==> config.mk <==
export PLATFORM = sky130hd
export DESIGN_NAME = c2mp_sqrt_stage
export DESIGN_NICKNAME = d
export VERILOG_FILES = /design/src/rtl/core/c2mp_sqrt_stage.sv
export SDC_FILE = /design/constraint.sdc
export NUM_CORES = 1
export LEC_CHECK = 0
export BUFFER_PORTS_ARGS = -buffer_cell sky130_fd_sc_hd__buf_4
export CORE_UTILIZATION = 47
export CTS_CLUSTER_DIAMETER = 120
export DETAILED_ROUTE_END_ITERATION = 8
export PLACE_DENSITY = 0.79
export RECOVER_POWER = 50
export SYNTH_ARGS = -nofsm -noshare
export SYNTH_HDL_FRONTEND = slang
export SYNTH_SLANG_ARGS = --single-unit
==> constraint.sdc <==
create_clock -name clk_i -period 2.7 [get_ports clk_i]
set_clock_uncertainty 0.1 [all_clocks]
set_input_delay 0.135 -clock clk_i [delete_from_list [all_inputs] [get_ports clk_i]]
set_output_delay 0.135 -clock clk_i [all_outputs]
set_load 0.01 [all_outputs]
==> src/rtl/core/c2mp_sqrt_stage.sv <==
// ----------------------------------------------------------------------------
// c2mp_sqrt_stage
// one registered digit, or a plain delay past the last digit, of the restoring integer square root
// ----------------------------------------------------------------------------
module c2mp_sqrt_stage #(
  parameter int unsigned SAMPLE_BITS = 16,
  parameter int unsigned STEP        = 0
) (
  input  logic                       clk_i,
  input  logic                       en_i,
  input  logic [2*SAMPLE_BITS-1:0]   rad_i,
  input  logic [SAMPLE_BITS:0]       rem_i,
  input  logic [SAMPLE_BITS-1:0]     root_i,
  output logic [2*SAMPLE_BITS-1:0]   rad_o,
  output logic [SAMPLE_BITS:0]       rem_o,
  output logic [SAMPLE_BITS-1:0]     root_o
);

  localparam int unsigned RAD_W = 2 * SAMPLE_BITS;
  localparam int unsigned CUR_W = SAMPLE_BITS + 3;

  logic [RAD_W-1:0]       rad_d, rad_q;
  logic [SAMPLE_BITS:0]   rem_d, rem_q;
  logic [SAMPLE_BITS-1:0] root_d, root_q;

  if (STEP < SAMPLE_BITS) begin : g_digit
    logic [CUR_W-1:0] cur, trial, diff;
    logic             fits;

    always_comb begin
      // bring down the next two radicand bits
      cur   = {rem_i, rad_i[RAD_W-1 -: 2]};
      trial = {1'b0, root_i, 2'b01};
      diff  = cur - trial;
      fits  = (cur >= trial);
      rad_d = rad_i << 2;
      // remainder never exceeds twice the partial root
      rem_d  = fits ? diff[SAMPLE_BITS:0] : cur[SAMPLE_BITS:0];
      root_d = {root_i[SAMPLE_BITS-2:0], fits};
    end
  end else begin : g_delay
    always_comb begin
      rad_d  = rad_i;
      rem_d  = rem_i;
      root_d = root_i;
    end
  end

  always_ff @(posedge clk_i) begin
    if (en_i) begin
      rad_q  <= rad_d;
      rem_q  <= rem_d;
      root_q <= root_d;
    end
  end

  assign rad_o  = rad_q;
  assign rem_o  = rem_q;
  assign root_o = root_q;

endmodule

Word level (Yosys, flattened, before mapping)
Index checks and enable logic that the tools add are counted.

Bits in registers: 63. Word-level logic and storage cells: 6. Output and inout port bits: 65. Input bits: 67.

Order comparisons: 1. $add $sub $neg: 1. Muxes and demuxes: 1.

Operator list (count): $ge 19x18->1 (1); $mux 17 (1); $sub 17x17->17 (1).

Longest topological paths before layout
Word-level depth: 2. Gate-level depth with buffers: 9. Gate-level depth less buffers: 8.

Worst setup path after synthesis
Ideal clock, no wire load.

Kind: input port to flip-flop. Start point: input port root_i[8]. End point: register rem_q[10] (netlist: rem_o[10]) (data pin). Required time: 2.340 ns. Buffers on the path: 1. Setup time: 0.260 ns. Arrival: 2.021 ns. Setup slack: 0.319 ns. Cell stages on the path: 9. Cells stage by stage: inv_1 > ha_1 > a21oi_2 > o21ai_1 > a311o_1 > a21o_1 > a21boi_4 > buf_12 > mux2_4.

Word-level cells in the longest chain between the ends: 2. Elaborated cells between the ends (all ways): 3. Classes of those cells: add/sub (1); order compare (1); mux (1).

RTL lines: start: declaration (RTL line 13) `input logic [SAMPLE_BITS-1:0] root_i,`; $sub 17x17->17 / $ge 19x18->1 (equally long branches) (RTL line 34, 35); $mux 17 * (RTL line 38) `rem_d = fits ? diff[SAMPLE_BITS:0] : cur[SAMPLE_BITS:0];`; named net rem_d[10] (RTL line 23) `logic [SAMPLE_BITS:0] rem_d, rem_q;`; end signal: assignment (RTL line 52) `rem_q <= rem_d;`; end: declaration (RTL line 23).

Mark *: on every way through the listed nets, which the timed path passes. The rest lies on a longest branch. A chain may end at the register's enable or synchronous reset.

Worst setup path after layout
Start point: input port root_i[10]. End point: register rem_q[6] (netlist: rem_o[6]) (data pin).

Word-level cells in the longest chain between the ends: 2.

RTL lines: $ge 19x18->1 (RTL line 35) `fits = (cur >= trial);`; $mux 17 (RTL line 38); named net rem_d[6] (RTL line 23).

The timed path passes the listed nets, and every way through them passes these cells.

==> metrics <==
Clock Sinks 63; CTS tree built; Via density 5.678; DRT Pass-1 Iters 5; Crit. End Element flip-flop; ys async rst share 0; Critical Path Source Type input port; top-area cell type share of the netlist area 0.6222; Worst Path Arrival 2.83 ns; count leader, synth edfxtp_1; area growth from synthesis to layout 62.67%; CTS HTree Levels 3; first-pass GRT wire length 13,970 um; Total GRT Usage 0.2976; post-synthesis average cell area 14.21 um^2; Fmax 353.9 MHz; worst-margin pin slew 1.527 ns; Yosys cell types 41; Rows 28; area occupied by multi-input gates 0.001140 mm^2; clock root buffer clkbuf_8; crit path kind in -> reg; final setup fails 14; EDFF count, synth 63; DPL Wire Length 5373 um; Final Critical Period 2.826 ns; TritonCTS buffer count 9; sequential-to-total area share from yosys stat 0.6222; fin. max-slew vios 64; status finished, violations left; Worst Hold Class in -> reg; DRT Wirelength 10,700 um; stages on the worst setup path 11; I/O pins 132; Mapped Cells 214; number of synthesized register bits 63; deepest clock path buffer count 2; nets@finish 495; Reg clk slew, reported paths 0.08 ns; Core Region 0.006096 mm^2; RePlAce Congestion 0.8576; CP endpoint rem_o[6]; Antenna Nets Post-Route 0; Syn Std Cell Area 0.003040 mm^2; final core utilization 0.8114; Final WS setup -0.1257 ns; pwr dens 567.5 mW/mm^2; DRC 0; Starting Density 0.4988; most instantiated cells after synthesis edfxtp_1 (63), inv_1 (21), ha_1 (18), a21oi_1 (14), nor2_1 (10); CP max stage delay 0.57 ns; placed cell areas 0.004114 mm^2; worst-path fanout max 6; Final Power 2.807 mW; worst endpoint required time 2.70 ns; TNS Setup -1.433 ns; Die Area 0.006795 mm^2; Design Area, Final 0.004946 mm^2; Avg WL per Cell 21.83 um; Die W 82.43 um; Max Cap Viol 1; CP max-delay cell dlygate4sd3_1; post-route clock period utilization 1.047; Reg area 0.001892 mm^2; Fin. Hold Viols 0; largest net degree at the start of global routing 64; dpl cells 420; WP buf/inv 4; initial drt markers 238; share of cells above drive strength 1 0.4313; crit path launch root_i[10]; violated checks max-capacitance violations, max-slew violations, negative setup slack; post-route insts no fill 490; Main synth FF type edfxtp_1; Antenna diodes 0; total gr overflow 0; most used cell, CP a21oi_1; leak pwr 2.134 nW; leading area contributor after synthesis edfxtp_1; largest cells by area after synthesis edfxtp_1 (62%), ha_1 (7.4%), mux2_2 (3.3%); via count 2,782; Max IR drop VDD 556.3 uV; Synth warnings 0; Rel. slew slack -0.01820; PortBufs 129; vias in the first global route 2,636; DIE HEIGHT 82.43 um; antenna violations before repair 0; crit path cell chain dlygate4sd3_1, buf_4, inv_1, ha_4, a21oi_1, a21oi_1, a311o_1, a21o_1, a21boi_4, buf_12, mux2_2; top cell family by delay on the critical path compound AO/OA/AOI/OAI gates; FILL cells 301
metal layers:
| layer | track usage | wire length (um) | vias up |
|---|---|---|---|
| met2 | 0.4959 | 5295 | 240 |
| met1 | 0.3266 | 3846 | 1303 |
| met4 | 0.1947 | 453 | 0 |
| met5 | 0.02500 | 0 | - |
| met3 | 0.09011 | 1101 | 45 |
| li1 | - | - | 1194 |
placed cells by master, fill, tap and decap left out, types with 4 or more instances in the layout:
cell type,count
a21o_1,4
clkbuf_1,5
ha_4,4
a21oi_2,4
xnor2_1,8
inv_1,20
nand2_1,6
dlygate4sd3_1,51
ha_1,12
clkbuf_4,32
buf_4,95
o21ai_0,6
mux2_4,6
clkbuf_8,9
a21oi_1,11
edfxtp_1,63
mux2_2,9
nor2_1,9
xor2_1,6
power breakdown:
part | internal (mW) | leakage (nW) | total, mW | switching, mW
registers | 1.20 | 0.617 | 1.24 | 0.0413
logic | 0.393 | 1.43 | 0.731 | 0.338
clock network | 0.426 | 0.0891 | 0.836 | 0.411
total | 2.02 | 2.13 | 2.81 | 0.790
per-stage QoR:
stage	hold WS [ns]	setup WS, ns
5_1_grt	0.001200	-0.08234
6_report	0.004743	-0.1257
3_5_place_dp	0.2145	0.1553
4_1_cts	0.0002998	0.03154
2_1_floorplan	0.1339	0.3187
3_3_place_gp	0.2132	0.2169
worst min-delay path by stage:
stage / end / cells past startpoint / slack [ns] / from
5_1_grt: rem_o[13] / 2 / 0.001 / rem_i[11]
4_1_cts: rem_o[8] / 2 / 0.0003 / rem_i[6]
2_1_floorplan: rad_o[10] / 0 / 0.13 / rad_i[8]
3_3_place_gp: rad_o[14] / 1 / 0.21 / rad_i[12]
6_report: rem_o[13] / 2 / 0.005 / rem_i[11]
3_5_place_dp: rad_o[24] / 1 / 0.21 / rad_i[22]
timing repair:
action                                  in CTS  in global routing
hold buffers                                50                  1
endpoints found under the hold margin       50                  1
resized for setup                            0                 21
setup buffers                                0                  2
endpoints found under the setup margin       0                 14
flip-flops by register name, indices dropped and copies added (netlist names):
register  cells
rad_o        30
rem_o        17
root_o       16
area by class of cell:
type | count | share of cell area
tap | 75 | 0.01897
sequential | 63 | 0.3825
clock inverter | 7 | 0.01493
multi-input combinational | 128 | 0.2305
inverter | 21 | 0.01594
timing repair buffer | 187 | 0.3122
clock buffer | 9 | 0.02504
cells by family after synthesis:
group	count (synthesis)	synth area share
flops	63	0.6222
compound gates	46	0.1041
simple gates	31	0.05103
buf+inv	24	0.03745
fa+ha+maj	18	0.07408
mux	17	0.06955
xor+xnor	14	0.04033
other cells	1	0.001233
(Power assumes the default switching activity.)
