### config.mk
export PLATFORM = sky130hd
export DESIGN_NAME = c2mp_round
export DESIGN_NICKNAME = d
export VERILOG_FILES = /design/src/rtl/core/c2mp_pkg.sv /design/src/rtl/core/c2mp_round.sv
export SDC_FILE = /design/constraint.sdc
export NUM_CORES = 1
export LEC_CHECK = 0
export ABC_AREA = 1
export BUFFER_PORTS_ARGS = -buffer_cell sky130_fd_sc_hd__buf_2
export CORE_AREA = 2 2 89 91
export DETAILED_ROUTE_END_ITERATION = 8
export DIE_AREA = 0 0 91 93
export PLACE_DENSITY = 0.72
export SLEW_MARGIN = 20
export SYNTH_ARGS = -nofsm -noshare
export SYNTH_HDL_FRONTEND = slang
export SYNTH_SLANG_ARGS = --single-unit
### constraint.sdc
create_clock -name clk_i -period 4.5 [get_ports clk_i]
set_clock_uncertainty 0.2 [all_clocks]
set_input_delay 1.35 -clock clk_i [delete_from_list [all_inputs] [get_ports clk_i]]
set_output_delay 1.35 -clock clk_i [all_outputs]
set_load 0.03 [all_outputs]
### src/rtl/core/c2mp_pkg.sv
// ----------------------------------------------------------------------------
// c2mp_pkg
// shared constants, arctangent table and rotation stage type for the polar converter
// ----------------------------------------------------------------------------
package c2mp_pkg;

  // width of the rotation datapath and of the angle accumulator (2^32 = one turn)
  localparam int unsigned CORDIC_W     = 64;
  localparam int unsigned ACC_W        = 32;
  localparam int unsigned CORDIC_STEPS = 31;

  // accumulator start for vectors folded from the left half plane
  localparam logic [ACC_W-1:0] ACC_HALF_TURN = 32'h8000_0000;

  // atan(2^-i) in turns scaled by 2^32
  localparam logic [ACC_W-1:0] ATAN_TURNS [CORDIC_STEPS] = '{
    32'h2000_0000, 32'h12E4_051D, 32'h09FB_385B, 32'h0511_11D4, 32'h028B_0D43,
    32'h0145_D7E1, 32'h00A2_F61E, 32'h0051_7C55, 32'h0028_BE53, 32'h0014_5F2E,
    32'h000A_2F98, 32'h0005_17CC, 32'h0002_8BE6, 32'h0001_45F3, 32'h0000_A2F9,
    32'h0000_517C, 32'h0000_28BE, 32'h0000_145F, 32'h0000_0A2F, 32'h0000_0517,
    32'h0000_028B, 32'h0000_0145, 32'h0000_00A2, 32'h0000_0051, 32'h0000_0028,
    32'h0000_0014, 32'h0000_000A, 32'h0000_0005, 32'h0000_0002, 32'h0000_0001,
    32'h0000_0000
  };

  // rotation state carried down the pipeline
  typedef struct packed {
    logic signed [CORDIC_W-1:0] x;
    logic signed [CORDIC_W-1:0] y;
    logic [ACC_W-1:0]           acc;
    logic                       zero;
  } cordic_t;

endpackage

### src/rtl/core/c2mp_round.sv
// ----------------------------------------------------------------------------
// c2mp_round
// output register: rounds root and accumulated angle to sample width
// ----------------------------------------------------------------------------
module c2mp_round #(
  parameter int unsigned SAMPLE_BITS = 16
) (
  input  logic                          clk_i,
  input  logic                          en_i,
  input  c2mp_pkg::cordic_t             cordic_i,
  input  logic [SAMPLE_BITS:0]          rem_i,
  input  logic [SAMPLE_BITS-1:0]        root_i,
  output logic [SAMPLE_BITS-1:0]        magnitude_o,
  output logic signed [SAMPLE_BITS-1:0] phase_angle_o
);

  localparam int unsigned DROP = c2mp_pkg::ACC_W - SAMPLE_BITS;

  logic [SAMPLE_BITS:0]          mag_sum;
  logic [SAMPLE_BITS-1:0]        mag_d, mag_q;
  logic [SAMPLE_BITS-1:0]        ph_rnd;
  logic signed [SAMPLE_BITS-1:0] ph_d, ph_q;

  if (DROP == 0) begin : g_full
    assign ph_rnd = cordic_i.acc[SAMPLE_BITS-1:0];
  end else begin : g_drop
    localparam logic [c2mp_pkg::ACC_W-1:0] HALF_LSB = c2mp_pkg::ACC_W'(1) << (DROP - 1);
    logic [c2mp_pkg::ACC_W-1:0] acc_rnd;
    // round half up, wrap at a full turn
    assign acc_rnd = cordic_i.acc + HALF_LSB;
    assign ph_rnd  = acc_rnd[c2mp_pkg::ACC_W-1:DROP];
  end

  always_comb begin
    // round to nearest: remainder above root means past the half
    mag_sum = {1'b0, root_i} + {{SAMPLE_BITS{1'b0}}, (rem_i > {1'b0, root_i})};
    mag_d   = mag_sum[SAMPLE_BITS-1:0];
    ph_d    = cordic_i.zero ? '0 : signed'(ph_rnd);
  end

  always_ff @(posedge clk_i) begin
    if (en_i) begin
      mag_q <= mag_d;
      ph_q  <= ph_d;
    end
  end

  assign magnitude_o   = mag_q;
  assign phase_angle_o = ph_q;

endmodule

# Word-level counts from Yosys, hierarchy flattened
# Index checks and enable logic that the tools add are counted.
dict set report word_totals {
  regBits 32
  output_inout_bits 32
  wordCells 5
}
dict set report classes {
  addsub 2
  order_cmp 1
}
# operator n
set op_table {}
lappend op_table {{$add A32 B16 Y32 const B} 1}
lappend op_table {{$gt A17 B16 Y1} 1}
lappend op_table {{$add A16 B1 Y16} 1}

# Longest topological paths before layout
# Gate-level depths: netlist of the first run.
dict set report logic_depth {
  word_depth 2
  ltp_mapped 21
  ltp_nobuf 21
}

# Least setup slack after synthesis of the first run
# Ideal clock, no wire load.
dict set report synth_timing {
  path_type {input to register}
  startpoint {input root_i[8]}
  endpoint {register mag_q[12] (netlist: magnitude_o[12]), data pin}
  t_arrival_ps 3190
  slack_ps 853
  stages 17
  n_path_buf 0
  cell_sequence {inv_1 ha_1 nand2_1 nor2_1 nand2_1 nand3b_1 nand3_1 nand2_1 inv_1 ha_1 ha_1 nand3_2 nor2_4 nand3_4 nor2_4 nand2_2 xor2_1}
}
dict set report synth_between {
  elab_chain_len 2
}
# item line
set synth_lines {}
lappend synth_lines {{start, declared} c2mp_round.sv:12} ;# input logic [SAMPLE_BITS-1:0] root_i,
lappend synth_lines {{$gt A17 B16 Y1} c2mp_round.sv:36} ;# mag_sum = {1'b0, root_i} + {{SAMPLE_BITS{1'b0}}, (rem_i > {1'b0, root_i})};
lappend synth_lines {{$add A16 B1 Y16 *} c2mp_round.sv:36}
lappend synth_lines {{net mag_sum[12]} c2mp_round.sv:19} ;# logic [SAMPLE_BITS:0] mag_sum;
lappend synth_lines {{end signal, assigned} c2mp_round.sv:43} ;# mag_q <= mag_d;
lappend synth_lines {{end, declared} c2mp_round.sv:20} ;# logic [SAMPLE_BITS-1:0] mag_d, mag_q;
# The timed path passes the listed nets; every way through them passes the cells marked *.
# A chain may end at the register's enable or synchronous reset.

# Final worst setup path of the first run
dict set report layout_timing {
  startpoint {input root_i[7]}
  endpoint {register mag_q[12] (netlist: magnitude_o[12]), data pin}
}
# Same word-level chain as after synthesis.

==> results of run 1 <==
cell families after synthesis:
kind of cell	Yosys count	synth area share, %
flip-flops	32	43.24
AND/OR/NAND/NOR	119	26.91
adder cells (fa/ha/maj)	19	10.70
XOR/XNOR	13	5.124
buffers and inverters	49	8.277
AO/OA/AOI/OAI	25	5.743
worst max-delay path, cell delays in order:
cell and delay, ps:
buf_2 130, inv_1 100, ha_1 300, nand2_1 70, nor2_1 150, nand2_1 60, nand3b_1 150, nand3_1 80
nand2_1 70, inv_1 60, ha_1 170, ha_1 210, nand3_2 130, nor2_4 180, nand3_4 110, nor2_4 120
nand2_2 60, xor2_1 140
power groups by stage:
stage               registers, mW  logic [mW]  clock network, mW
floorplan                   0.422      0.0627                  0
global placement            0.370       0.196                  0
detailed placement          0.370       0.198                  0
CTS                         0.365       0.199              0.280
global route                0.367       0.218              0.296
finish                      0.364       0.197              0.273
placed cells by master, fill, tap and decap left out, types with 3 or more instances in the layout:
cell	count
buf_2	84
nand2_1	52
inv_1	45
edfxtp_1	32
nor2_1	22
ha_1	19
a21oi_1	15
xor2_1	13
nand3_1	10
o21ai_0	8
nand4_1	7
nor3_1	6
clkbuf_8	5
inv_2	4
nand3_2	4
nand2_2	4
nor3_2	4
nor2_4	3
nor2_2	3
layer usage:
layer	up-vias	GRT usage (%)	wire, um
met4	0	5.682	137
met1	912	16.02	2483
met3	11	8.300	799
met5	-	0	0
met2	81	21.91	2539
li1	1029	-	-
state kept, by name, summed over array words and instances, names as in the netlist:
name	count
magnitude_o	16
phase_angle_o	16
worst max path at each step:
stage | to | from
2_1_floorplan | magnitude_o[12] | root_i[8]
3_3_place_gp | magnitude_o[12] | root_i[12]
3_5_place_dp | magnitude_o[12] | root_i[12]
4_1_cts | magnitude_o[12] | root_i[12]
5_1_grt | magnitude_o[12] | root_i[6]
6_report | magnitude_o[12] | root_i[7]
final cells by class:
type / instances / area share [%]
multi-input combinational: 176 / 37.43
sequential: 32 / 33.39
tap: 102 / 4.435
inverter: 49 / 6.391
timing repair buffer: 84 / 14.61
clock inverter: 2 / 1.217
clock buffer: 6 / 2.522
==> flow_metrics.env, run 1 <==
export IMPL_core_um2=7527
export IMPL_hp_class="input port to flop"
export IMPL_fillers=838
export IMPL_stdcell_area_um2=2878
export IMPL_syn_area_um2=2222
export IMPL_report_final_slew_viol_count=0
export IMPL_clkTransAtPathRegs_ps=70
export IMPL_yosysWarningCount=0
export IMPL_synth_largest_area_cell="edfxtp_1"
export IMPL_grt_setup_unrepaired="no"
export IMPL_vias=2033
export IMPL_setup_viol=0
export IMPL_initialDrtViolationCount=73
export IMPL_place_congestion=0.8482
export IMPL_regArea_um2=960.9
export IMPL_net_switching_power_mw=0.2505
export IMPL_start_kind="input port"
export IMPL_wl_um=5959
export IMPL_multiInputGateArea_um2=1077
export IMPL_grt_use_total_pct=14.17
export IMPL_num_rows=32
export IMPL_worstMarginPinSlew_ps=794.2
export IMPL_grt_first_pass_wirelength_um=9197
export IMPL_ant_nets=0
export IMPL_synth_nets=472
export IMPL_crit_type="input port to flop"
export IMPL_fin_cells=451
export IMPL_status="finished, final reports clean"
export IMPL_critical_path_arrival_ps=3630
export IMPL_yosysSeqAreaShare_pct=43.24
export IMPL_holdPathStages=2
export IMPL_cts_resized=0
export IMPL_clockBufferDepth=2
export IMPL_chipWidth_um=91
export IMPL_drcViolationCount=0
export IMPL_syn2layout_area_growth_pct=29.50
export IMPL_fp_dieH_um=93
export IMPL_cap_viol_max_count=0
export IMPL_antenna_cells=0
export IMPL_p_int_mw=0.5834
export IMPL_power_leakage_nw=1.411
export IMPL_die_area_um2=8463
export IMPL_numPortBuffers=84
export IMPL_grt_pass1_vias=1960
export IMPL_syn_inst=257
export IMPL_fin_crit_ps=3791
export IMPL_cts_sinks=32
export IMPL_netlist_top_cells_count="52 x nand2_1, 45 x inv_1, 32 x edfxtp_1"
export IMPL_synth_main_ff_cell="edfxtp_1"
export IMPL_combPwrFrac_pct=23.6
export IMPL_cp_end_kind="flop"
export IMPL_synth_cell_types=22
export IMPL_fin_crit_sh_pct=84.23
export IMPL_synth_edf_count=32
export IMPL_pin_count=228
export IMPL_post_drt_wl_per_cell_um=13.21
export IMPL_initial_core_util_pct=29.52
export IMPL_synth_top_area_share_pct=43.24
export IMPL_cp_required_ps=4340
export IMPL_async_reset_ff_share_pct=0
export IMPL_dpl_instance_area_um2=2770
export IMPL_ys_ff_latch=32
export IMPL_cts_setup_buffers=0
export IMPL_layout_nets=563
export IMPL_max_slew_margin_pct=47.06
export IMPL_via_per_inst=4.508
export IMPL_clkPwrFrac_pct=32.7
export IMPL_cts_buffers=5
export IMPL_ir_drop_mv=0.1246
export IMPL_grt_ovfl_total=0
export IMPL_h_tree_depth=2
export IMPL_grt_max_degree=33
export IMPL_whs_ps=1195
export IMPL_dp_cells=443
export IMPL_dp_hpwl_um=4864
export IMPL_power_per_cell_area_nw_per_um2=289.8
export IMPL_crit_fanout=3
export IMPL_cts_hold_buf=0
export IMPL_fmax_mhz=263.8
export IMPL_hold_path_end="magnitude_o[1]"
export IMPL_p_seq_share_pct=43.7
export IMPL_yosysMostFrequentCell="nand2_1"
export IMPL_final_hold_viol_count=0
export IMPL_setup_ws_ps=709.5
export IMPL_tns_ps=0
export IMPL_syn_area_per_cell_um2=8.646
export IMPL_ys_top_cells_by_area="edfxtp_1 43%, ha_1 11%, nand2_1 8.8%"
export IMPL_min_delay_start="root_i[1]"
export IMPL_first_pass_iters=4
export IMPL_dpl_worst_slack_ps=366.0
export IMPL_drive_gt1_share_pct=32.66
export IMPL_root_buffer="clkbuf_8"
export IMPL_p_total_mw=0.8339
export IMPL_antenna_found_initial=0
export IMPL_cts_tree="done"
export IMPL_final_util_pct=38.23
export IMPL_netSwitchingFraction_pct=30.04
Note: power is estimated with default switching activity, not from simulation.
==> run 2: changes to the inputs <==
clock period = 3.6 ns   (was 4.5 ns; I/O delays follow)
==> run 2 against run 1 <==
- combinational power increased by 43%
- global-route usage rose by 0.77 points
- core utilization up 3.5 points
- non-clock buffer count rose by 38
- via count up 6.0%
- clock power is 3% lower
- critical path type unchanged
==> flow_metrics.env, run 2 (synthesized netlist as in run 1, its figures left out) <==
export IMPL_first_pass_iters=4
export IMPL_min_delay_start="root_i[1]"
export IMPL_cp_end_kind="flop"
export IMPL_stdcell_area_um2=3144
export IMPL_antenna_cells=0
export IMPL_h_tree_depth=2
export IMPL_critical_path_arrival_ps=3290
export IMPL_worstMarginPinSlew_ps=777.6
export IMPL_wl_um=6164
export IMPL_syn2layout_area_growth_pct=41.50
export IMPL_num_rows=32
export IMPL_max_slew_margin_pct=48.16
export IMPL_crit_chain="buf_2 -> inv_1 -> ha_1 -> nand2_1 -> nor2_2 -> and2_1 -> nand3b_1 -> nand3_1 -> nand2_1 -> inv_1 -> ha_1 -> ha_1 -> nand3_2 -> nor2_4 -> nand3_4 -> nor2_4 -> nand2_2 -> xor2_1"
export IMPL_chipWidth_um=91
export IMPL_grt_first_pass_wirelength_um=9818
export IMPL_root_buffer="clkbuf_8"
export IMPL_highest_layer="met4"
export IMPL_tns_ps=0
export IMPL_crit_fanout=3
export IMPL_clockBufferDepth=2
export IMPL_vias=2154
export IMPL_cts_tree="done"
export IMPL_wl_met1_um=2649
export IMPL_wl_met3_um=698
export IMPL_ant_nets=0
export IMPL_crit_buf_inv=3
export IMPL_wl_met2_um=2728
export IMPL_grt_use_total_pct=14.94
export IMPL_cts_sinks=32
export IMPL_hp_class="input port to flop"
export IMPL_dp_cells=479
export IMPL_cts_buffers=5
export IMPL_die_area_um2=8463
export IMPL_setup_ws_ps=153.6
export IMPL_fp_dieH_um=93
export IMPL_cp_required_ps=3440
export IMPL_whs_ps=927.0
export IMPL_crit_type="input port to flop"
export IMPL_cpMaxStageDelayCell="ha_1"
export IMPL_cp_startpoint="root_i[12]"
export IMPL_fin_crit_sh_pct=95.73
export IMPL_drive_gt1_share_pct=39.53
export IMPL_initialDrtViolationCount=88
export IMPL_power_leakage_nw=1.579
export IMPL_final_common_cell="buf_2"
export IMPL_ir_drop_mv=0.1719
export IMPL_status="finished, final reports clean"
export IMPL_pin_count=228
export IMPL_grt_pass1_vias=2100
export IMPL_final_hold_viol_count=0
export IMPL_numPortBuffers=84
export IMPL_place_congestion=0.8514
export IMPL_p_total_mw=1.002
export IMPL_power_per_cell_area_nw_per_um2=318.8
export IMPL_cpPeakStageDelay_ps=280
export IMPL_fmax_mhz=290.2
export IMPL_drcViolationCount=0
export IMPL_post_drt_wl_per_cell_um=12.61
export IMPL_layout_nets=601
export IMPL_fin_crit_ps=3446
export IMPL_cap_viol_max_count=0
export IMPL_antenna_found_initial=0
export IMPL_cts_hold_buf=0
export IMPL_dp_hpwl_um=5019
export IMPL_final_util_pct=41.77
export IMPL_cp_common_cell="ha_1"
export IMPL_grt_max_degree=33
export IMPL_initial_core_util_pct=29.52
export IMPL_via_per_inst=4.405
export IMPL_report_final_slew_viol_count=0
export IMPL_layout_common_cells="84 x buf_2, 52 x nand2_1, 45 x inv_1"
export IMPL_setup_viol=0
export IMPL_cp_top_family="simple AND/OR/NAND/NOR gates"
export IMPL_grt_setup_unrepaired="no"
export IMPL_clkTransAtPathRegs_ps=70
export IMPL_fin_cells=489
export IMPL_start_kind="input port"
export IMPL_dpl_worst_slack_ps=-169.9
export IMPL_grt_ovfl_total=0
export IMPL_dpl_instance_area_um2=3040
export IMPL_core_um2=7527
==> run 2: cell type report <==
cell class              instances  area [um2]
clock inverters                 2       11.26
flip-flops and latches         32       960.9
fillers                       779        4383
inverters                      49       183.9
repair buffers                122       705.7
well taps                     102       127.6
clock buffers                   6       72.57
multi-input cells             176        1082
==> run 2: final timing paths <==
check | to | cells past startpoint | slack, ps
max | magnitude_o[12] | 18 | 150
min | magnitude_o[1] | 2 | 930
==> run 2: repair_timing <==
action | CTS | global route
endpoints found under the setup margin | 0 | 1
gates resized for setup | 0 | 2
setup buffers | 0 | 2
==> run 2: per-layer routing <==
layer  GRT usage (%)  up-vias
met1           17.97      966
met3           7.252        9
met4           4.167        0
met5               0        -
li1                -     1100
met2           23.83       79
==> run 2: report_power, final <==
group	switching, mW	internal (mW)	leakage [nW]
clock network	0.132	0.134	0.0388
logic	0.176	0.105	1.23
registers	0.00892	0.447	0.311
total	0.317	0.685	1.58
