### src/rtl/core/c2mp_pkg.sv
// ----------------------------------------------------------------------------
// c2mp_pkg
// shared constants, arctangent table and rotation stage type for the polar converter
// ----------------------------------------------------------------------------
package c2mp_pkg;

  // width of the rotation datapath and of the angle accumulator (2^32 = one turn)
  localparam int unsigned CORDIC_W     = 64;
  localparam int unsigned ACC_W        = 32;
  localparam int unsigned CORDIC_STEPS = 31;

  // accumulator start for vectors folded from the left half plane
  localparam logic [ACC_W-1:0] ACC_HALF_TURN = 32'h8000_0000;

  // atan(2^-i) in turns scaled by 2^32
  localparam logic [ACC_W-1:0] ATAN_TURNS [CORDIC_STEPS] = '{
    32'h2000_0000, 32'h12E4_051D, 32'h09FB_385B, 32'h0511_11D4, 32'h028B_0D43,
    32'h0145_D7E1, 32'h00A2_F61E, 32'h0051_7C55, 32'h0028_BE53, 32'h0014_5F2E,
    32'h000A_2F98, 32'h0005_17CC, 32'h0002_8BE6, 32'h0001_45F3, 32'h0000_A2F9,
    32'h0000_517C, 32'h0000_28BE, 32'h0000_145F, 32'h0000_0A2F, 32'h0000_0517,
    32'h0000_028B, 32'h0000_0145, 32'h0000_00A2, 32'h0000_0051, 32'h0000_0028,
    32'h0000_0014, 32'h0000_000A, 32'h0000_0005, 32'h0000_0002, 32'h0000_0001,
    32'h0000_0000
  };

  // rotation state carried down the pipeline
  typedef struct packed {
    logic signed [CORDIC_W-1:0] x;
    logic signed [CORDIC_W-1:0] y;
    logic [ACC_W-1:0]           acc;
    logic                       zero;
  } cordic_t;

endpackage

### src/rtl/core/c2mp_prep.sv
// ----------------------------------------------------------------------------
// c2mp_prep
// input stage: half-plane fold, scaling into the rotation datapath, squares
// ----------------------------------------------------------------------------
module c2mp_prep #(
  parameter int unsigned SAMPLE_BITS = 16
) (
  input  logic                            clk_i,
  input  logic                            en_i,
  input  logic signed [SAMPLE_BITS-1:0]   real_part_i,
  input  logic signed [SAMPLE_BITS-1:0]   imag_part_i,
  output c2mp_pkg::cordic_t               cordic_o,
  output logic [2*SAMPLE_BITS-1:0]        sq_re_o,
  output logic [2*SAMPLE_BITS-1:0]        sq_im_o
);

  localparam int unsigned SCALE_SH = c2mp_pkg::CORDIC_W - 2 - SAMPLE_BITS;
  localparam int unsigned EXT_W    = c2mp_pkg::CORDIC_W - SAMPLE_BITS;

  logic signed [c2mp_pkg::CORDIC_W-1:0] re_ext, im_ext;
  logic signed [2*SAMPLE_BITS-1:0]      sq_re, sq_im;
  logic                                 neg;
  c2mp_pkg::cordic_t                    cordic_d, cordic_q;
  logic [2*SAMPLE_BITS-1:0]             sq_re_q, sq_im_q;

  always_comb begin
    re_ext = {{EXT_W{real_part_i[SAMPLE_BITS-1]}}, real_part_i};
    im_ext = {{EXT_W{imag_part_i[SAMPLE_BITS-1]}}, imag_part_i};
    neg    = real_part_i[SAMPLE_BITS-1];
    // left half plane: rotate by pi first
    cordic_d.x    = (neg ? -re_ext : re_ext) <<< SCALE_SH;
    cordic_d.y    = (neg ? -im_ext : im_ext) <<< SCALE_SH;
    cordic_d.acc  = neg ? c2mp_pkg::ACC_HALF_TURN : '0;
    cordic_d.zero = (real_part_i == '0) && (imag_part_i == '0);
    sq_re = real_part_i * real_part_i;
    sq_im = imag_part_i * imag_part_i;
  end

  always_ff @(posedge clk_i) begin
    if (en_i) begin
      cordic_q <= cordic_d;
      sq_re_q  <= unsigned'(sq_re);
      sq_im_q  <= unsigned'(sq_im);
    end
  end

  assign cordic_o = cordic_q;
  assign sq_re_o  = sq_re_q;
  assign sq_im_o  = sq_im_q;

endmodule

### config.mk
export PLATFORM = sky130hd
export DESIGN_NAME = c2mp_prep
export DESIGN_NICKNAME = d
export VERILOG_FILES = /design/src/rtl/core/c2mp_pkg.sv /design/src/rtl/core/c2mp_prep.sv
export SDC_FILE = /design/constraint.sdc
export NUM_CORES = 1
export LEC_CHECK = 0
export BUFFER_PORTS_ARGS = -buffer_cell sky130_fd_sc_hd__buf_4
export CAP_MARGIN = 25
export CORE_ASPECT_RATIO = 1.25
export CORE_UTILIZATION = 28
export CTS_BUF_LIST = sky130_fd_sc_hd__clkbuf_16
export CTS_CLUSTER_DIAMETER = 200
export DETAILED_ROUTE_END_ITERATION = 8
export PLACE_DENSITY = 0.45
export SETUP_SLACK_MARGIN = 0.3
export SYNTH_ARGS = -nofsm -noshare
export SYNTH_HDL_FRONTEND = slang
export SYNTH_SLANG_ARGS = --single-unit
### constraint.sdc
create_clock -name clk_i -period 10.99 [get_ports clk_i]
set_input_delay 1.6485 -clock clk_i [delete_from_list [all_inputs] [get_ports clk_i]]
set_output_delay 1.6485 -clock clk_i [all_outputs]
set_load 0.005 [all_outputs]
Word level (Yosys, flattened, before mapping)
Index checks and enable logic that the tools add are counted.
Cells by class
  mux-type cells: 3
  multipliers: 2
  reduce and logical (&&, ||, !) cells: 3
  add/subtract/negate cells: 2
Operators with widths (number)
  16-bit by 16-bit multiplier with 32-bit output: 2
  16-bit negation with 18-bit output: 2
  16-bit logical NOT: 2
  32-bit two-way mux: 1
  18-bit two-way mux: 1
  15-bit two-way mux: 1
  1-bit logical AND: 1
Word-level totals
  register bits: 133
  output and inout bits: 225
  input bits: 34
  word-level logic and storage cells: 17

Logic depth before layout (Yosys ltp)
Gate-level depths: netlist of the first run.
  depth in word-level cells: 2
  mapped depth: 24
  gate-level depth less buffers: 23

Worst setup path after synthesis of the first run
No wires, ideal clock.
  kind: input to register
  from: in real_part_i[15]
  to: reg sq_re_q[29] (netlist: sq_re_o[29]), data pin
  arrival: 7.308 ns
  cell stages on the path: 21
  slack: 3.417 ns
  library setup time: 0.265 ns
  required time: 10.725 ns
  buffers on the path: 2
  path through: inv_1 clkbuf_1 buf_1 nor2_1 fa_1 fa_1 fa_1 fa_1 fa_1 inv_1 fa_1 inv_1 ha_1 a21o_1 a21o_1 a21oi_1 o21ai_0 nor2b_1 a221oi_2 a21oi_1 xor2_1
On the way
  longest elaborated chain between the ends: 1
RTL lines
  start, declared: RTL line c2mp_prep.sv:10  | input logic signed [SAMPLE_BITS-1:0] real_part_i,
  16-bit by 16-bit multiplier with 32-bit output: RTL line c2mp_prep.sv:35  | sq_re = real_part_i * real_part_i;
  net sq_re[29]: RTL line c2mp_prep.sv:21  | logic signed [2*SAMPLE_BITS-1:0] sq_re, sq_im;
  end signal, assigned: RTL line c2mp_prep.sv:42  | sq_re_q <= unsigned'(sq_re);
  end, declared: RTL line c2mp_prep.sv:24  | logic [2*SAMPLE_BITS-1:0] sq_re_q, sq_im_q;
The timed path passes the listed nets, and every way through them passes these cells.
A chain may end at the register's enable or synchronous reset.

Worst setup path in the final report of the first run
  from: in real_part_i[3]
  to: reg sq_re_q[31] (netlist: sq_re_o[31]), data pin
The elaborated chain is that of the path after synthesis.

==> results of run 1 <==
==> cell type report <==
cell class | count | area (sq um)
Inverter | 659 | 2470
Tap cell | 1053 | 1320
Fill cell | 8435 | 54700
Clock buffer | 9 | 225
Timing Repair Buffer | 135 | 1010
Clock inverter | 7 | 81.3
Sequential cell | 98 | 2940
Multi-Input combinational cell | 1503 | 16400
==> cells in the mapped netlist, types with 20 or more instances <==
| cell type | count |
|---|---|
| inv_1 | 652 |
| fa_1 | 467 |
| ha_1 | 182 |
| nand2_1 | 181 |
| buf_4 | 127 |
| nor2_1 | 105 |
| edfxtp_1 | 98 |
| xnor2_1 | 88 |
| and2_1 | 60 |
| clkbuf_1 | 50 |
| a21oi_1 | 44 |
| o21ai_0 | 28 |
| xor2_1 | 24 |
| a21o_1 | 23 |
| nor3_1 | 20 |
==> critical path: stages <==
cell and delay (ps):
buf_4 230, clkinv_1 410, nor2_1 360, fa_1 620, fa_1 900, fa_1 530
fa_1 510, fa_1 490, inv_1 50, fa_1 490, inv_1 40, ha_1 360
nand4_1 140, nor3_1 540, a221oi_2 160, a21oi_1 260, o211ai_1 140
==> flip-flops by register name, indices dropped and copies added (netlist names) <==
name and flops:
sq_re_o 31, sq_im_o 31, cordic_o 36
==> worst max-delay path by stage <==
stage               startpoint                    end  slack (ps)  cells past startpoint
2_1_floorplan  real_part_i[15]  sq_re_o[29]$_DFFE_PP_        3420                     21
3_3_place_gp    real_part_i[3]  sq_re_o[31]$_DFFE_PP_        2790                     17
3_5_place_dp    real_part_i[3]  sq_re_o[31]$_DFFE_PP_        2760                     17
4_1_cts         real_part_i[3]  sq_re_o[31]$_DFFE_PP_        3170                     17
5_1_grt         real_part_i[3]  sq_re_o[31]$_DFFE_PP_        2820                     17
6_report        real_part_i[3]  sq_re_o[31]$_DFFE_PP_        3190                     17
==> cells in the final DEF, fill, tap and decap left out, types with 6 or more instances in the layout <==
| cell | n |
|---|---|
| xnor2_1 | 88 |
| o21bai_1 | 6 |
| buf_4 | 135 |
| and2_1 | 60 |
| clkbuf_16 | 9 |
| a21o_1 | 23 |
| nor2_1 | 105 |
| a21oi_1 | 44 |
| ha_1 | 182 |
| xor2_1 | 24 |
| a31o_2 | 10 |
| edfxtp_1 | 98 |
| nand2_1 | 181 |
| inv_1 | 652 |
| nor3_1 | 20 |
| nor2b_1 | 10 |
| o31ai_1 | 6 |
| nand3_1 | 11 |
| conb_1 | 127 |
| or3_1 | 6 |
| and3_1 | 7 |
| a211oi_1 | 7 |
| o21a_1 | 11 |
| o21ai_0 | 28 |
| fa_1 | 467 |
| nand2b_1 | 9 |
==> per-layer routing <==
layer,part of all wire,track usage,vias to the layer above,wire (um)
li1,-,-,6816,-
met4,0.019,0.0371,6,1030
met1,0.43,0.184,7552,24100
met5,0.00057,0,-,32
met2,0.50,0.249,348,27800
met3,0.049,0.0241,55,2730
==> cells by family (layout without fill, tap and decap cells) <==
kind of cell               Yosys count  count (layout)  synth area share
AOI/OAI and AO/OA                  177             177            0.0547
muxes                                2               2          0.000946
DFF                                 98              98             0.131
other                                1             127          0.000167
and+or+nand+nor                    436             436            0.0901
xor gates and xnor gates           112             112            0.0436
adders and majority gates          649             649             0.517
buffers and inverters              845             810             0.162
==> per-stage QoR <==
| stage | setup slack, ps | std cells | hold slack [ps] |
|---|---|---|---|
| detailed placement | 2760 | 3448 | 2010 |
| CTS | 3170 | 3464 | 1550 |
| global route | 2820 | 3464 | 1560 |
| floorplan | 3420 | 2446 | 1750 |
| global placement | 2790 | 3448 | 1990 |
| finish | 3190 | 3464 | 1570 |
==> run metrics, run 1 <==
Tmin final between 7000 and 8000 ps; Syn Area/Cell 9.69 sq um; critical path arrival 7910 ps; Worst setup SP type input pin; largest area contributor in the netlist fa_1; top cells by area, synth fa_1 (42%), edfxtp_1 (13%), inv_1 (11%); I/O pins 259; Post-synth EDFFs 98; Net count, final 3089; Max-Cap Viols 0; Chip Height 319 um; pin count of the biggest net entering global routing 56; Area after DPL about 24000 sq um; nature of the critical path endpoint flip-flop; CTS sink cnt 98; Cell Area, Synth roughly 22000 sq um; # DRC 0; commonest register cell after synthesis edfxtp_1; Setup CP Type in2reg; Clock transition at path regs 110 ps; die area 81400 sq um; H-tree lvl count 3; gpl congestion 0.857; Seq/Total Area, Yosys 0.131; Worst Hold Launch imag_part_i[0]; # rows 115; TritonRoute pass-1 iters 7; Final Instance Area ~24000 sq um; max-slew violations 0; Port Buffers 133; Mapped Cells 2320; vias in the first global route about 17000; DR iter-0 viols 527; WHS Path Cells 1; Final Hold Viols 0; global route overflow 0; Post-CTS Resized 0; Total Routing Usage GR 0.144; status finished, final reports clean; root buffer cell clkbuf_16; period utilization 0.710; Post-Route WL 55700 um; ys async rst share 0; Synth top area share 0.416; CTS tree done; Area growth syn-to-layout 8.60%; unrepaired setup endpoints after global routing false; Longest Clk Path Bufs 2; Worst slew margin 0.467; Starting Density 0.284; first-pass GRT wire length 90800 um; CP Data Required Time about 11000 ps; die width 255 um; Tightest Pin Transition 791 ps; flip-flop and latch count after synthesis 98; Distinct cells, synth 72; Antenna diodes 0; critical path fanouts, max 15; Worst Hold Class in2reg; drt via density roughly 4.3; number of setup buffers added after CTS 0; # setup viols final 0; hold buffers post-CTS 0; Routed WL per cell between 15 and 20 um; core area 79100 sq um; Antenna Nets Post-Route 0; Worst Hold End sq_im_o[0]$_DFFE_PP_; Via Count roughly 15000; number of CTS-inserted buffers 9; layout cells sized above 1 0.0776; max frequency 128 MHz; DP HPWL roughly 46000 um; total negative slack 0 ps; Layout Utilization 0.309; initial antenna violation count 3; Syn. warnings 0
Power of run 1 is not shown: default switching activity piles up to over one toggle a cycle in this logic, so the estimate is an artifact.
==> run 2, diff against run 1 <==
--- a/config.mk
+++ b/config.mk
@@ -12,7 +12,7 @@
 export CTS_BUF_LIST = sky130_fd_sc_hd__clkbuf_16
 export CTS_CLUSTER_DIAMETER = 200
 export DETAILED_ROUTE_END_ITERATION = 8
-export PLACE_DENSITY = 0.45
+export PLACE_DENSITY = 0.47
 export SETUP_SLACK_MARGIN = 0.3
 export SYNTH_ARGS = -nofsm -noshare
 export SYNTH_HDL_FRONTEND = slang
==> constraint.sdc (replaced) <==
create_clock -name clk_i -period 7.14 [get_ports clk_i]
set_input_delay 1.071 -clock clk_i [delete_from_list [all_inputs] [get_ports clk_i]]
set_output_delay 1.071 -clock clk_i [all_outputs]
set_load 0.005 [all_outputs]
==> run 2 against run 1 <==
Net effect: final area up 2.8%; die area unchanged; worst hold slack worse by 600 ps; first-iteration DRC count up 33%; flip-flop and latch count unchanged; wire length up 0.34%; non-clock buffer count up 79; clock-buffer cell count unchanged; worst setup slack worse by 2700 ps; sequential share of layout area down 0.32 points; largest cell class unchanged.
==> run metrics, run 2 (synthesis gave the netlist of run 1 again) <==
I/O pins 259; Antenna Nets Post-Route 0; Routed WL per cell ~16 um; Starting Density 0.284; most common cell after layout, fill and taps aside inv_1; Worst Hold Class in2reg; Clock transition at path regs roughly 100 ps; Tightest Pin Transition 952 ps; core area 79100 sq um; hold buffers post-CTS 0; root buffer cell clkbuf_16; Area after DPL 24700 sq um; Max-Cap Viols 0; # DRC 0; layout cells sized above 1 0.113; Setup CP Type in2reg; Port Buffers 133; first-pass GRT wire length 92100 um; storage element area 2940 sq um; drt via density about 4.2; Tmin final 6620 ps; critical path buffer and inverter count 6; # rows 115; Net count, final ~3200; critical path fanouts, max 10; max-slew violations 0; Fillers a little over 8000; max frequency 151 MHz; total negative slack 0 ps; Critical Path Source real_part_i[3]; gpl congestion 0.847; TritonRoute pass-1 iters 5; slowest stage cell, crit path fa_1; CTS sink cnt 98; CP Cell Sequence buf_4 > nand2_1 > inv_1 > fa_1 > inv_1 > fa_1 > fa_1 > inv_1 > fa_1 > fa_1 > inv_1 > fa_1 > inv_1 > ha_1 > a21o_1 > a31o_1 > o21a_1 > o2111ai_2 > a31oi_2 > a211o_1 > a21oi_2 > xnor2_1; nature of the critical path endpoint flip-flop; Via Count roughly 15000; Final Instance Area 25100 sq um; period utilization 0.927; status finished, final reports clean; # setup viols final 0; Chip Height roughly 320 um; max reg flops 36; DR iter-0 viols between 600 and 700; Post-Route WL 55900 um; CTS tree done; Total Routing Usage GR 0.146; H-tree lvl count 3; Final Hold Viols 0; number of CTS-inserted buffers 9; Layout Utilization 0.317; CP dominant cell by count fa_1; Antenna diodes 0; global route overflow 0; vias in the first global route 17000; die area 81400 sq um; initial antenna violation count 6; crit-path leading delay family adder cells; most frequent cells in the layout inv_1 (650), fa_1 (464), buf_4 (211); Worst setup SP type input pin; area of the multi-input gates 16400 sq um; Longest Clk Path Bufs 2; critical path arrival between 6000 and 7000 ps; Worst Hold Launch real_part_i[0]; die width approximately 260 um; Area growth syn-to-layout 11.6%; pin count of the biggest net entering global routing 64; CP Data Required Time 7280 ps; unrepaired setup endpoints after global routing false; CP max stage delay about 550 ps; DP HPWL a little under 50000 um; Worst slew margin 0.365
==> run 2: cell types whose count changed in the layout (fill, tap and decap cells not counted), moves of 3 or more <==
cell        change
buf_4          +76
clkinvlp_4      +4
fa_1            -3
fa_2            +3
nor2_1          -6
nor2_2          +4
==> run 2: through the flow <==
step	hold WS, ps	instances	setup WS [ps]
final	963	3543	519
after global routing	939	3543	309
after CTS	926	3542	370
after floorplan	1170	2446	371
after global placement	1370	3526	10.1
after detailed placement	1370	3526	-56.8
==> run 2: routing by layer <==
layer  track usage  share of wire
met5             0         0.0011
met4        0.0394          0.020
met3        0.0266          0.056
met2         0.254           0.50
met1         0.183           0.42
==> run 2: what timing repair did <==
action / 4_1_cts / 5_1_grt
setup endpoints to repair: 0 / 11
gates resized for setup: 0 / 24
setup buffers: 0 / 1
==> run 2: path summary, 6_finish.rpt <==
| path | slack, ps | endpoint | depth (start not counted) |
|---|---|---|---|
| hold / removal | 960 | sq_re_o[0]$_DFFE_PP_ | 1 |
| setup / recovery | 520 | sq_re_o[30]$_DFFE_PP_ | 22 |
==> run 2: cell type report <==
type,count,area share
Multi-Input combinational cell,1503,0.655
Sequential cell,98,0.117
Inverter,659,0.0991
Timing Repair Buffer,214,0.0648
Tap cell,1053,0.0525
Clock buffer,9,0.00898
Clock inverter,7,0.00239
Power of run 2 is left out for the same reason.
